## src/hw/rtl/hmdu_pkg.sv

```systemverilog
// Shared types and constants for the HI/LO multiply/divide unit.
// No dependencies; every other file takes names from here by scope.
package hmdu_pkg;

  localparam int unsigned WordW = 32;
  localparam int unsigned CntW  = $clog2(WordW);
  localparam logic [WordW-1:0] MinNeg  = 32'h8000_0000;
  localparam logic [WordW-1:0] AllOnes = 32'hffff_ffff;

  typedef enum logic [2:0] {
    OP_MULT  = 3'd0,
    OP_UMUL  = 3'd1,
    OP_DIV   = 3'd2,
    OP_DIVU  = 3'd3,
    OP_MTHI  = 3'd4,
    OP_MTLO  = 3'd5,
    OP_MFHI  = 3'd6,
    OP_MFLO  = 3'd7
  } op_t;

  typedef enum logic [1:0] {
    ST_IDLE,
    ST_BUSY,
    ST_DONE
  } state_t;

  typedef struct packed {
    logic start;
    logic is_div;
  } iter_cmd_t;

  typedef struct packed {
    logic done;
  } iter_sts_t;

endpackage

```

## src/hw/rtl/hmdu_ifs.sv

```systemverilog
// Request and response channel interfaces for the multiply/divide unit.
// Depends on hmdu_pkg for the word width.
interface hmdu_req_if;
  logic                          valid;
  logic                          ready;
  logic [2:0]                    op;
  logic [hmdu_pkg::WordW-1:0]    a_value;
  logic [hmdu_pkg::WordW-1:0]    b_value;

  modport source (output valid, op, a_value, b_value, input ready);
  modport sink   (input valid, op, a_value, b_value, output ready);
endinterface

interface hmdu_rsp_if;
  logic                          valid;
  logic                          ready;
  logic [hmdu_pkg::WordW-1:0]    read_value;
  logic                          divide_skipped;

  modport source (output valid, read_value, divide_skipped, input ready);
  modport sink   (input valid, read_value, divide_skipped, output ready);
endinterface

```

## src/hw/rtl/hmdu_iter.sv

```systemverilog
// Radix-2 iterative unsigned multiply (shift-add) and divide (restoring).
// One operand bit per cycle; depends on hmdu_pkg.
module hmdu_iter (
  input  logic                       clk,
  input  logic                       rst,
  input  hmdu_pkg::iter_cmd_t        cmd,
  input  logic [hmdu_pkg::WordW-1:0] op_a,
  input  logic [hmdu_pkg::WordW-1:0] op_b,
  output hmdu_pkg::iter_sts_t        sts,
  output logic [hmdu_pkg::WordW-1:0] hi_res,
  output logic [hmdu_pkg::WordW-1:0] lo_res
);

  localparam int unsigned W = hmdu_pkg::WordW;

  logic [W-1:0]                 hi_acc;
  logic [W-1:0]                 lo_acc;
  logic [W-1:0]                 opnd;
  logic                         is_div;
  logic                         busy;
  logic                         done;
  logic [hmdu_pkg::CntW-1:0]    cnt;

  logic [W:0]   mul_sum;
  logic [W:0]   shifted;
  logic [W+1:0] diff;
  logic [W-1:0] hi_acc_next;
  logic [W-1:0] lo_acc_next;

  always_comb begin
    mul_sum = {1'b0, hi_acc} + (lo_acc[0] ? {1'b0, opnd} : '0);
    shifted = {hi_acc, lo_acc[W-1]};
    diff    = {1'b0, shifted} - {2'b00, opnd};
    if (is_div) begin
      hi_acc_next = diff[W+1] ? shifted[W-1:0] : diff[W-1:0];
      lo_acc_next = {lo_acc[W-2:0], ~diff[W+1]};
    end else begin
      hi_acc_next = mul_sum[W:1];
      lo_acc_next = {mul_sum[0], lo_acc[W-1:1]};
    end
  end

  always_ff @(posedge clk) begin
    if (rst) begin
      busy <= 1'b0;
      done <= 1'b0;
      cnt  <= '0;
    end else begin
      done <= busy && (cnt == '0);
      if (cmd.start) begin
        busy <= 1'b1;
        cnt  <= hmdu_pkg::CntW'(W - 1);
      end else if (busy) begin
        cnt  <= cnt - 1'b1;
        busy <= (cnt != '0);
      end
    end
  end

  always_ff @(posedge clk) begin
    if (cmd.start) begin
      is_div <= cmd.is_div;
      opnd   <= cmd.is_div ? op_b : op_a;
      hi_acc <= '0;
      lo_acc <= cmd.is_div ? op_a : op_b;
    end else if (busy) begin
      hi_acc <= hi_acc_next;
      lo_acc <= lo_acc_next;
    end
  end

  assign sts.done = done;
  assign hi_res   = hi_acc;
  assign lo_res   = lo_acc;

endmodule

```

## src/hw/rtl/hilo_multiply_divide_unit.sv

```systemverilog
// MIPS-style multiply/divide unit holding HI and LO, one word in, one word out per item.
// Multiply and divide run the bit-serial shift-add/restoring loop in hmdu_iter, then
// apply signs and write HI/LO, then load the result register. Move-to, move-from and
// skipped divides bypass the loop and go straight to the result register. One item is
// in flight at a time and the next word is accepted the cycle after the result loads; the
// result register lets that word be accepted while a result waits. Depends on hmdu_pkg,
// hmdu_ifs and hmdu_iter.
module hilo_multiply_divide_unit (
  input  logic        clk,
  input  logic        rst,
  hmdu_req_if.sink    req,
  hmdu_rsp_if.source  rsp
);

  localparam int unsigned W = hmdu_pkg::WordW;

  hmdu_pkg::state_t    state;
  hmdu_pkg::state_t    state_next;
  hmdu_pkg::op_t       req_op;
  hmdu_pkg::iter_cmd_t cmd;
  hmdu_pkg::iter_sts_t sts;

  logic [W-1:0] hi_word;
  logic [W-1:0] lo_word;
  logic [W-1:0] pend_value;
  logic         pend_skip;
  logic         neg_lo;
  logic         neg_hi;
  logic         is_div;
  logic [W-1:0] rsp_value;
  logic         rsp_skip;
  logic         rsp_valid;

  logic         accept;
  logic         load_rsp;
  logic         is_signed;
  logic         is_arith;
  logic         is_divide;
  logic         skip;
  logic [W-1:0] a_mag;
  logic [W-1:0] b_mag;
  logic [W-1:0] hi_res;
  logic [W-1:0] lo_res;
  logic [2*W-1:0] prod;

  assign req_op    = hmdu_pkg::op_t'(req.op);
  assign accept    = req.valid && req.ready;
  assign is_signed = (req_op == hmdu_pkg::OP_MULT) || (req_op == hmdu_pkg::OP_DIV);
  assign is_divide = (req_op == hmdu_pkg::OP_DIV) || (req_op == hmdu_pkg::OP_DIVU);
  assign is_arith  = is_divide || (req_op == hmdu_pkg::OP_MULT) ||
                     (req_op == hmdu_pkg::OP_UMUL);
  assign skip      = is_divide && ((req.b_value == '0) ||
                     ((req_op == hmdu_pkg::OP_DIV) && (req.a_value == hmdu_pkg::MinNeg) &&
                      (req.b_value == hmdu_pkg::AllOnes)));
  assign a_mag     = (is_signed && req.a_value[W-1]) ? (~req.a_value + 1'b1) : req.a_value;
  assign b_mag     = (is_signed && req.b_value[W-1]) ? (~req.b_value + 1'b1) : req.b_value;
  assign prod      = {hi_res, lo_res};

  hmdu_iter u_iter (
    .clk    (clk),
    .rst    (rst),
    .cmd    (cmd),
    .op_a   (a_mag),
    .op_b   (b_mag),
    .sts    (sts),
    .hi_res (hi_res),
    .lo_res (lo_res)
  );

  always_comb begin
    state_next = state;
    case (state)
      hmdu_pkg::ST_IDLE: begin
        if (accept) begin
          state_next = (is_arith && !skip) ? hmdu_pkg::ST_BUSY : hmdu_pkg::ST_DONE;
        end
      end
      hmdu_pkg::ST_BUSY: begin
        if (sts.done) begin
          state_next = hmdu_pkg::ST_DONE;
        end
      end
      hmdu_pkg::ST_DONE: begin
        if (!rsp_valid || rsp.ready) begin
          state_next = hmdu_pkg::ST_IDLE;
        end
      end
      default: state_next = hmdu_pkg::ST_IDLE;
    endcase
  end

  always_comb begin
    req.ready  = 1'b0;
    cmd.start  = 1'b0;
    cmd.is_div = is_divide;
    load_rsp   = 1'b0;
    case (state)
      hmdu_pkg::ST_IDLE: begin
        req.ready = 1'b1;
        cmd.start = req.valid && is_arith && !skip;
      end
      hmdu_pkg::ST_DONE: begin
        load_rsp = !rsp_valid || rsp.ready;
      end
      default: ;
    endcase
  end

  always_ff @(posedge clk) begin
    if (rst) begin
      state     <= hmdu_pkg::ST_IDLE;
      rsp_valid <= 1'b0;
      hi_word   <= '0;
      lo_word   <= '0;
    end else begin
      state <= state_next;
      if (load_rsp) begin
        rsp_valid <= 1'b1;
      end else if (rsp.ready) begin
        rsp_valid <= 1'b0;
      end
      if (accept && (req_op == hmdu_pkg::OP_MTHI)) begin
        hi_word <= req.a_value;
      end
      if (accept && (req_op == hmdu_pkg::OP_MTLO)) begin
        lo_word <= req.a_value;
      end
      if ((state == hmdu_pkg::ST_BUSY) && sts.done) begin
        if (is_div) begin
          lo_word <= neg_lo ? (~lo_res + 1'b1) : lo_res;
          hi_word <= neg_hi ? (~hi_res + 1'b1) : hi_res;
        end else begin
          {hi_word, lo_word} <= neg_lo ? (~prod + 1'b1) : prod;
        end
      end
    end
  end

  always_ff @(posedge clk) begin
    if (accept) begin
      is_div     <= is_divide;
      neg_lo     <= is_signed && (req.a_value[W-1] ^ req.b_value[W-1]);
      neg_hi     <= is_signed && req.a_value[W-1];
      pend_skip  <= skip;
      pend_value <= (req_op == hmdu_pkg::OP_MFHI) ? hi_word :
                    (req_op == hmdu_pkg::OP_MFLO) ? lo_word : '0;
    end
    if (load_rsp) begin
      rsp_value <= pend_value;
      rsp_skip  <= pend_skip;
    end
  end

  assign rsp.valid          = rsp_valid;
  assign rsp.read_value     = rsp_value;
  assign rsp.divide_skipped = rsp_skip;

endmodule

```

## src/flat_wrapper.sv

```systemverilog
// flat-port wrapper written by rule: the top's interface ports become plain ports
module hilo_multiply_divide_unit_flat 
  (clk, rst, req_valid, req_op, req_a_value, req_b_value, req_ready, rsp_valid, rsp_read_value, rsp_divide_skipped, rsp_ready);
  hmdu_req_if req_i ();
  hmdu_rsp_if rsp_i ();
  input  logic clk;
  input  logic rst;
  input wire logic [$bits(req_i.valid)-1:0] req_valid;
  input wire logic [$bits(req_i.op)-1:0] req_op;
  input wire logic [$bits(req_i.a_value)-1:0] req_a_value;
  input wire logic [$bits(req_i.b_value)-1:0] req_b_value;
  output wire logic [$bits(req_i.ready)-1:0] req_ready;
  output wire logic [$bits(rsp_i.valid)-1:0] rsp_valid;
  output wire logic [$bits(rsp_i.read_value)-1:0] rsp_read_value;
  output wire logic [$bits(rsp_i.divide_skipped)-1:0] rsp_divide_skipped;
  input wire logic [$bits(rsp_i.ready)-1:0] rsp_ready;
  assign req_i.valid = req_valid;
  assign req_i.op = req_op;
  assign req_i.a_value = req_a_value;
  assign req_i.b_value = req_b_value;
  assign req_ready = req_i.ready;
  assign rsp_valid = rsp_i.valid;
  assign rsp_read_value = rsp_i.read_value;
  assign rsp_divide_skipped = rsp_i.divide_skipped;
  assign rsp_i.ready = rsp_ready;
  hilo_multiply_divide_unit u_core (.clk(clk), .rst(rst), .req(req_i), .rsp(rsp_i));
endmodule
```

## config.mk

```make
export PLATFORM = sky130hd
export DESIGN_NAME = hilo_multiply_divide_unit_flat
export DESIGN_NICKNAME = d
export VERILOG_FILES = /design/src/hw/rtl/hmdu_pkg.sv /design/src/hw/rtl/hmdu_ifs.sv /design/src/hw/rtl/hmdu_iter.sv /design/src/hw/rtl/hilo_multiply_divide_unit.sv /design/src/flat_wrapper.sv
export SDC_FILE = /design/constraint.sdc
export NUM_CORES = 1
export LEC_CHECK = 0
export BUFFER_PORTS_ARGS = -buffer_cell sky130_fd_sc_hd__buf_2
export CAP_MARGIN = 40
export CELL_PAD_IN_SITES_DETAIL_PLACEMENT = 0
export CELL_PAD_IN_SITES_GLOBAL_PLACEMENT = 1
export CORE_UTILIZATION = 30
export CTS_CLUSTER_SIZE = 24
export DETAILED_ROUTE_END_ITERATION = 6
export PLACE_DENSITY = 0.62
export SYNTH_ARGS = -nofsm -noshare
export SYNTH_HDL_FRONTEND = slang
export SYNTH_SLANG_ARGS = --single-unit
export TNS_END_PERCENT = 5
```

## constraint.sdc

```tcl
create_clock -name clk -period 5.5 [get_ports clk]
set_input_delay 1.1 -clock clk [delete_from_list [all_inputs] [get_ports clk]]
set_output_delay 1.1 -clock clk [all_outputs]
set_load 0.05 [all_outputs]
```

==> results.txt <==
* Arrival time at the worst endpoint: 4.45 ns
* Largest family of logic cells by synthesized area: compound AO/OA/AOI/OAI gates
* Number of nets with antenna violations after routing: 0
* Synthesized net count: 2133
- The flow ran to the end, and the final reports show no timing, DRC or antenna violations.
- The total count of hold-check failures in the final report was 0.
- After clock tree synthesis, the clock-pin slew on the worst setup and hold paths is 0.06 ns.
- Synthesis handed over a netlist of 1989 instances.
- Setup repair after global routing left no endpoint under its margin.
- Routed WL per cell: 22.57 um
- Pin placement for this block handled 106 I/O pins.
- No sink is reached through more buffers than the 3 on the longest clock path.
* Setup TNS Final: 0 ns
- Die footprint: 58390 um^2
- Counting every sink on the clock net gives 240.
* Post-CTS setup repair buffer count: 0
* Post-Route Skew: 0.03277 ns
- The smallest clock period supported by the final layout is computed as 4.147 ns.
* Mean Syn Cell Area: 8.661 um^2
- Maximum achievable frequency: 241.1 MHz
- In this run the tool buffered the top-level ports with 105 buffer cells.
- At the pin with the least slew margin, the transition time is 0.9470 ns.
- STA classifies the critical path startpoint as an input pin.
* Post-DP HPWL: 49130 um
- Root Buffer: sky130_fd_sc_hd__clkbuf_16
- FF-to-FF setup slack: 1.46 ns
- Along the worst hold path, the cell count comes to 0.
- Yosys Warn Count: 0
- Number of global-route vias before repair: 14640
* Multiplexer area fraction after synthesis: 0.07750
* Number of setup violations in the final report: 0
* Synthesized cell area: 17230 um^2
- LEAKAGE: 7.425 nW
- Entering global routing, the biggest net connects 63 pins.
- From synthesis to final layout, the design area changed by 13.18%.
* Fraction of final layout cells with drive strength greater than 1: 0.1049
* Clk Latency, worst-skew pair: 0.59 ns
- The number of hold buffers added after CTS was 0.
* CTS tree: done
- Worst slew margin relative to its limit: 0.3523
- In the synthesized netlist the dominant register cell turns out to be sky130_fd_sc_hd__edfxtp_1.
* End of the critical path: u_core.u_iter.lo_res[31]
- By instance count, the leading cell after synthesis is sky130_fd_sc_hd__nor2_1.
- Number of pins with negative max-slew slack in the final report: 0
- The most critical setup path has its startpoint at req_b_value[3].
- Summed over all layers, the global routing overflow is 0.
- The core region is 56600 um^2.
- Complex-gate fraction of the synthesized area: 0.2124
- Wire length of the first global-routing pass: 94010 um
- Synthesized flop and latch total: 240
- Count of instances resized after the clock tree is built: 0
- Library cell with the largest summed area after synthesis: sky130_fd_sc_hd__edfxtp_1
- The startpoint identified for the worst register-to-register timing path is u_core.u_iter.lo_res[0].
- Count of fill cells added during filler insertion: 5978
- Initial DRC count: 1446
* Die H: 241.6 um
- In this run, CTS created clock tree buffers numbering 28.
- FP Rows: 87
* VDD IR max: 0.0002403 V
- Crit path required time: 5.80 ns
- Effective utilization at floorplan: 0.3043
- The netlist uses 73 different library cells.
- Length of the first detailed-routing pass in iterations: 7
- Total wirelength of the detailed-routed design: 63550 um
- Final period util: 0.7541
- Routability-driven placement finished with a final weighted congestion of 0.9412.
- Class of the tightest hold or removal check: flip-flop to flip-flop
- Area share of xor/xnor cells in the synthesized design: 0.08694
- For this run, the register share of the synthesized area comes to 0.3568.
* Number of H-tree branching levels: 1
- Post-Place Setup Slack: 0.8195 ns
* GRT Overall Usage: 0.2093
- Measured in cells, the most critical reg-to-reg path has a length of 14.
- Vias: 15710
* Async set-or-reset flop fraction in the synthesized netlist: 0
- Adder-cell area share of the yosys netlist: 0.05389
* Power per cell area: 356.9 nW/um^2
- The number of antenna violations at the first check in global routing was 0.
- Worst Setup Path Type: input pin to flip-flop
- Maximum fanout encountered on the critical timing path: 62
- The commonest cells after synthesis are sky130_fd_sc_hd__nor2_1, sky130_fd_sc_hd__nand2_1, sky130_fd_sc_hd__a21oi_1.
- RR Endpoint: u_core.u_iter.hi_res[20]
- Using the TritonRoute via totals, the vias-per-cell ratio works out to 5.579.
- Proportion of netlist area held by the largest area contributor: 0.2336
* Antenna diode count: 0
* Area share of and/or/nand/nor cells after synthesis: 0.1723
- In the final design database the tool counted 2182 nets.
- STA classifies the critical path endpoint as a flip-flop.
* Smallest setup slack after layout: 1.353 ns
- For this run, design rule violations remaining after detail routing come to 0.
- The tool flagged a number of max-cap violations equal to 0.
- Dominant cells by area after synthesis: sky130_fd_sc_hd__edfxtp_1, sky130_fd_sc_hd__dfxtp_1, sky130_fd_sc_hd__mux2i_1
- The die is 241.6 um wide.
- Counting flops with a built-in enable in the synthesized netlist gives 134.
[metrics by stage]
stage            util  instance area [um^2]  total power, W  hold WS (ns)  std cells
2_1_floorplan       -                 17230        0.004130        0.4003       1989
3_3_place_gp   0.3272                 18520        0.005014        0.4039       2763
3_5_place_dp   0.3277                 18550        0.005032        0.4045       2764
4_1_cts        0.3445                 19500        0.006970        0.4181       2816
5_1_grt        0.3445                 19500        0.007323        0.4187       2816
6_report       0.3445                 19500        0.006958        0.4169       2816
[cell type report]
type                            count  area (um^2)  share of cell area
Sequential cell                   240         6146              0.3152
Clock buffer                       37        764.5             0.03921
Inverter                           64        240.2             0.01232
Multi-Input combinational cell   1567        10420              0.5344
Timing Repair Buffer              137        798.3             0.04094
Clock inverter                     15        183.9            0.009433
Tap cell                          756        945.9             0.04851
[routing by layer]
layer,GRT usage,wire (um),share of wire
met1,0.3166,31320,0.49
met2,0.3152,27260,0.43
met4,0.05770,1722,0.027
met3,0.01654,3244,0.051
met5,0,0,0
[power by group]
group | internal, W | total, W | switching, W | leakage, nW
registers | 0.00209 | 0.00239 | 0.000299 | 2.14
clock network | 0.00113 | 0.00193 | 0.000799 | 0.457
logic | 0.000981 | 0.00264 | 0.00166 | 4.83
total | 0.00420 | 0.00696 | 0.00276 | 7.42
[flip-flops by register name, summed over array words and instances (netlist names), 2 cells and up]
| register | flops |
|---|---|
| u_core.hi_word | 32 |
| u_core.lo_word | 32 |
| u_core.pend_value | 32 |
| u_core.rsp.read_value | 32 |
| u_core.u_iter.hi_res | 32 |
| u_core.u_iter.lo_res | 32 |
| u_core.u_iter.opnd | 32 |
| u_core.u_iter.cnt | 5 |
| u_core.state | 2 |
[cells in the final DEF, fill, tap and decap left out, types with 18 or more instances in the layout]
master / synthesis / layout
sky130_fd_sc_hd__o21ai_0: 137 / 137
sky130_fd_sc_hd__nand3_1: 38 / 38
sky130_fd_sc_hd__ha_1: 71 / 71
sky130_fd_sc_hd__dfxtp_1: 106 / 106
sky130_fd_sc_hd__xor2_1: 72 / 72
sky130_fd_sc_hd__a22o_1: 32 / 32
sky130_fd_sc_hd__a31oi_1: 18 / 18
sky130_fd_sc_hd__edfxtp_1: 134 / 134
sky130_fd_sc_hd__nor2_1: 193 / 192
sky130_fd_sc_hd__buf_2: 6 / 105
sky130_fd_sc_hd__xnor2_1: 99 / 99
sky130_fd_sc_hd__nand2_1: 169 / 169
sky130_fd_sc_hd__buf_4: 0 / 30
sky130_fd_sc_hd__or4_1: 18 / 18
sky130_fd_sc_hd__clkbuf_16: 0 / 28
sky130_fd_sc_hd__nand2b_1: 21 / 21
sky130_fd_sc_hd__mux2i_1: 121 / 121
sky130_fd_sc_hd__a21o_1: 27 / 27
sky130_fd_sc_hd__nor3_1: 40 / 40
sky130_fd_sc_hd__o31ai_1: 32 / 32
sky130_fd_sc_hd__nor4_1: 18 / 18
sky130_fd_sc_hd__a21oi_1: 156 / 156
sky130_fd_sc_hd__inv_1: 63 / 61
sky130_fd_sc_hd__nand4_1: 27 / 27
sky130_fd_sc_hd__a211oi_1: 72 / 72
[worst max-delay path: stages]
cell	delay, ns
sky130_fd_sc_hd__buf_2	0.13
sky130_fd_sc_hd__or4_1	0.63
sky130_fd_sc_hd__nor4_1	0.45
sky130_fd_sc_hd__nand4_1	0.29
sky130_fd_sc_hd__o32ai_1	0.68
sky130_fd_sc_hd__a21o_1	0.34
sky130_fd_sc_hd__or2_2	0.21
sky130_fd_sc_hd__inv_2	0.14
sky130_fd_sc_hd__buf_12	0.25
sky130_fd_sc_hd__o21ai_0	0.10
sky130_fd_sc_hd__o21ai_0	0.10
[cells by family (layout without fill, tap and decap cells)]
| kind of cell | count (synthesis) | in the layout |
|---|---|---|
| AO/OA/AOI/OAI | 574 | 574 |
| AND/OR/NAND/NOR | 617 | 617 |
| multiplexers | 132 | 132 |
| flip-flops | 240 | 240 |
| XOR/XNOR | 171 | 171 |
| buffers and inverters | 182 | 253 |
| adder cells (fa/ha/maj) | 73 | 73 |
[worst min path at each step]
stage / start / slack (ns) / to
after floorplan: u_core.pend_skip / 0.40 / u_core.rsp.divide_skipped
after global placement: u_core.pend_value[11] / 0.40 / u_core.rsp.read_value[11]
after detailed placement: u_core.pend_value[19] / 0.40 / u_core.rsp.read_value[19]
after CTS: u_core.pend_value[14] / 0.42 / u_core.rsp.read_value[14]
after global routing: u_core.pend_value[14] / 0.42 / u_core.rsp.read_value[14]
final: u_core.pend_value[7] / 0.42 / u_core.rsp.read_value[7]
Power figures use the tool's default switching activity.
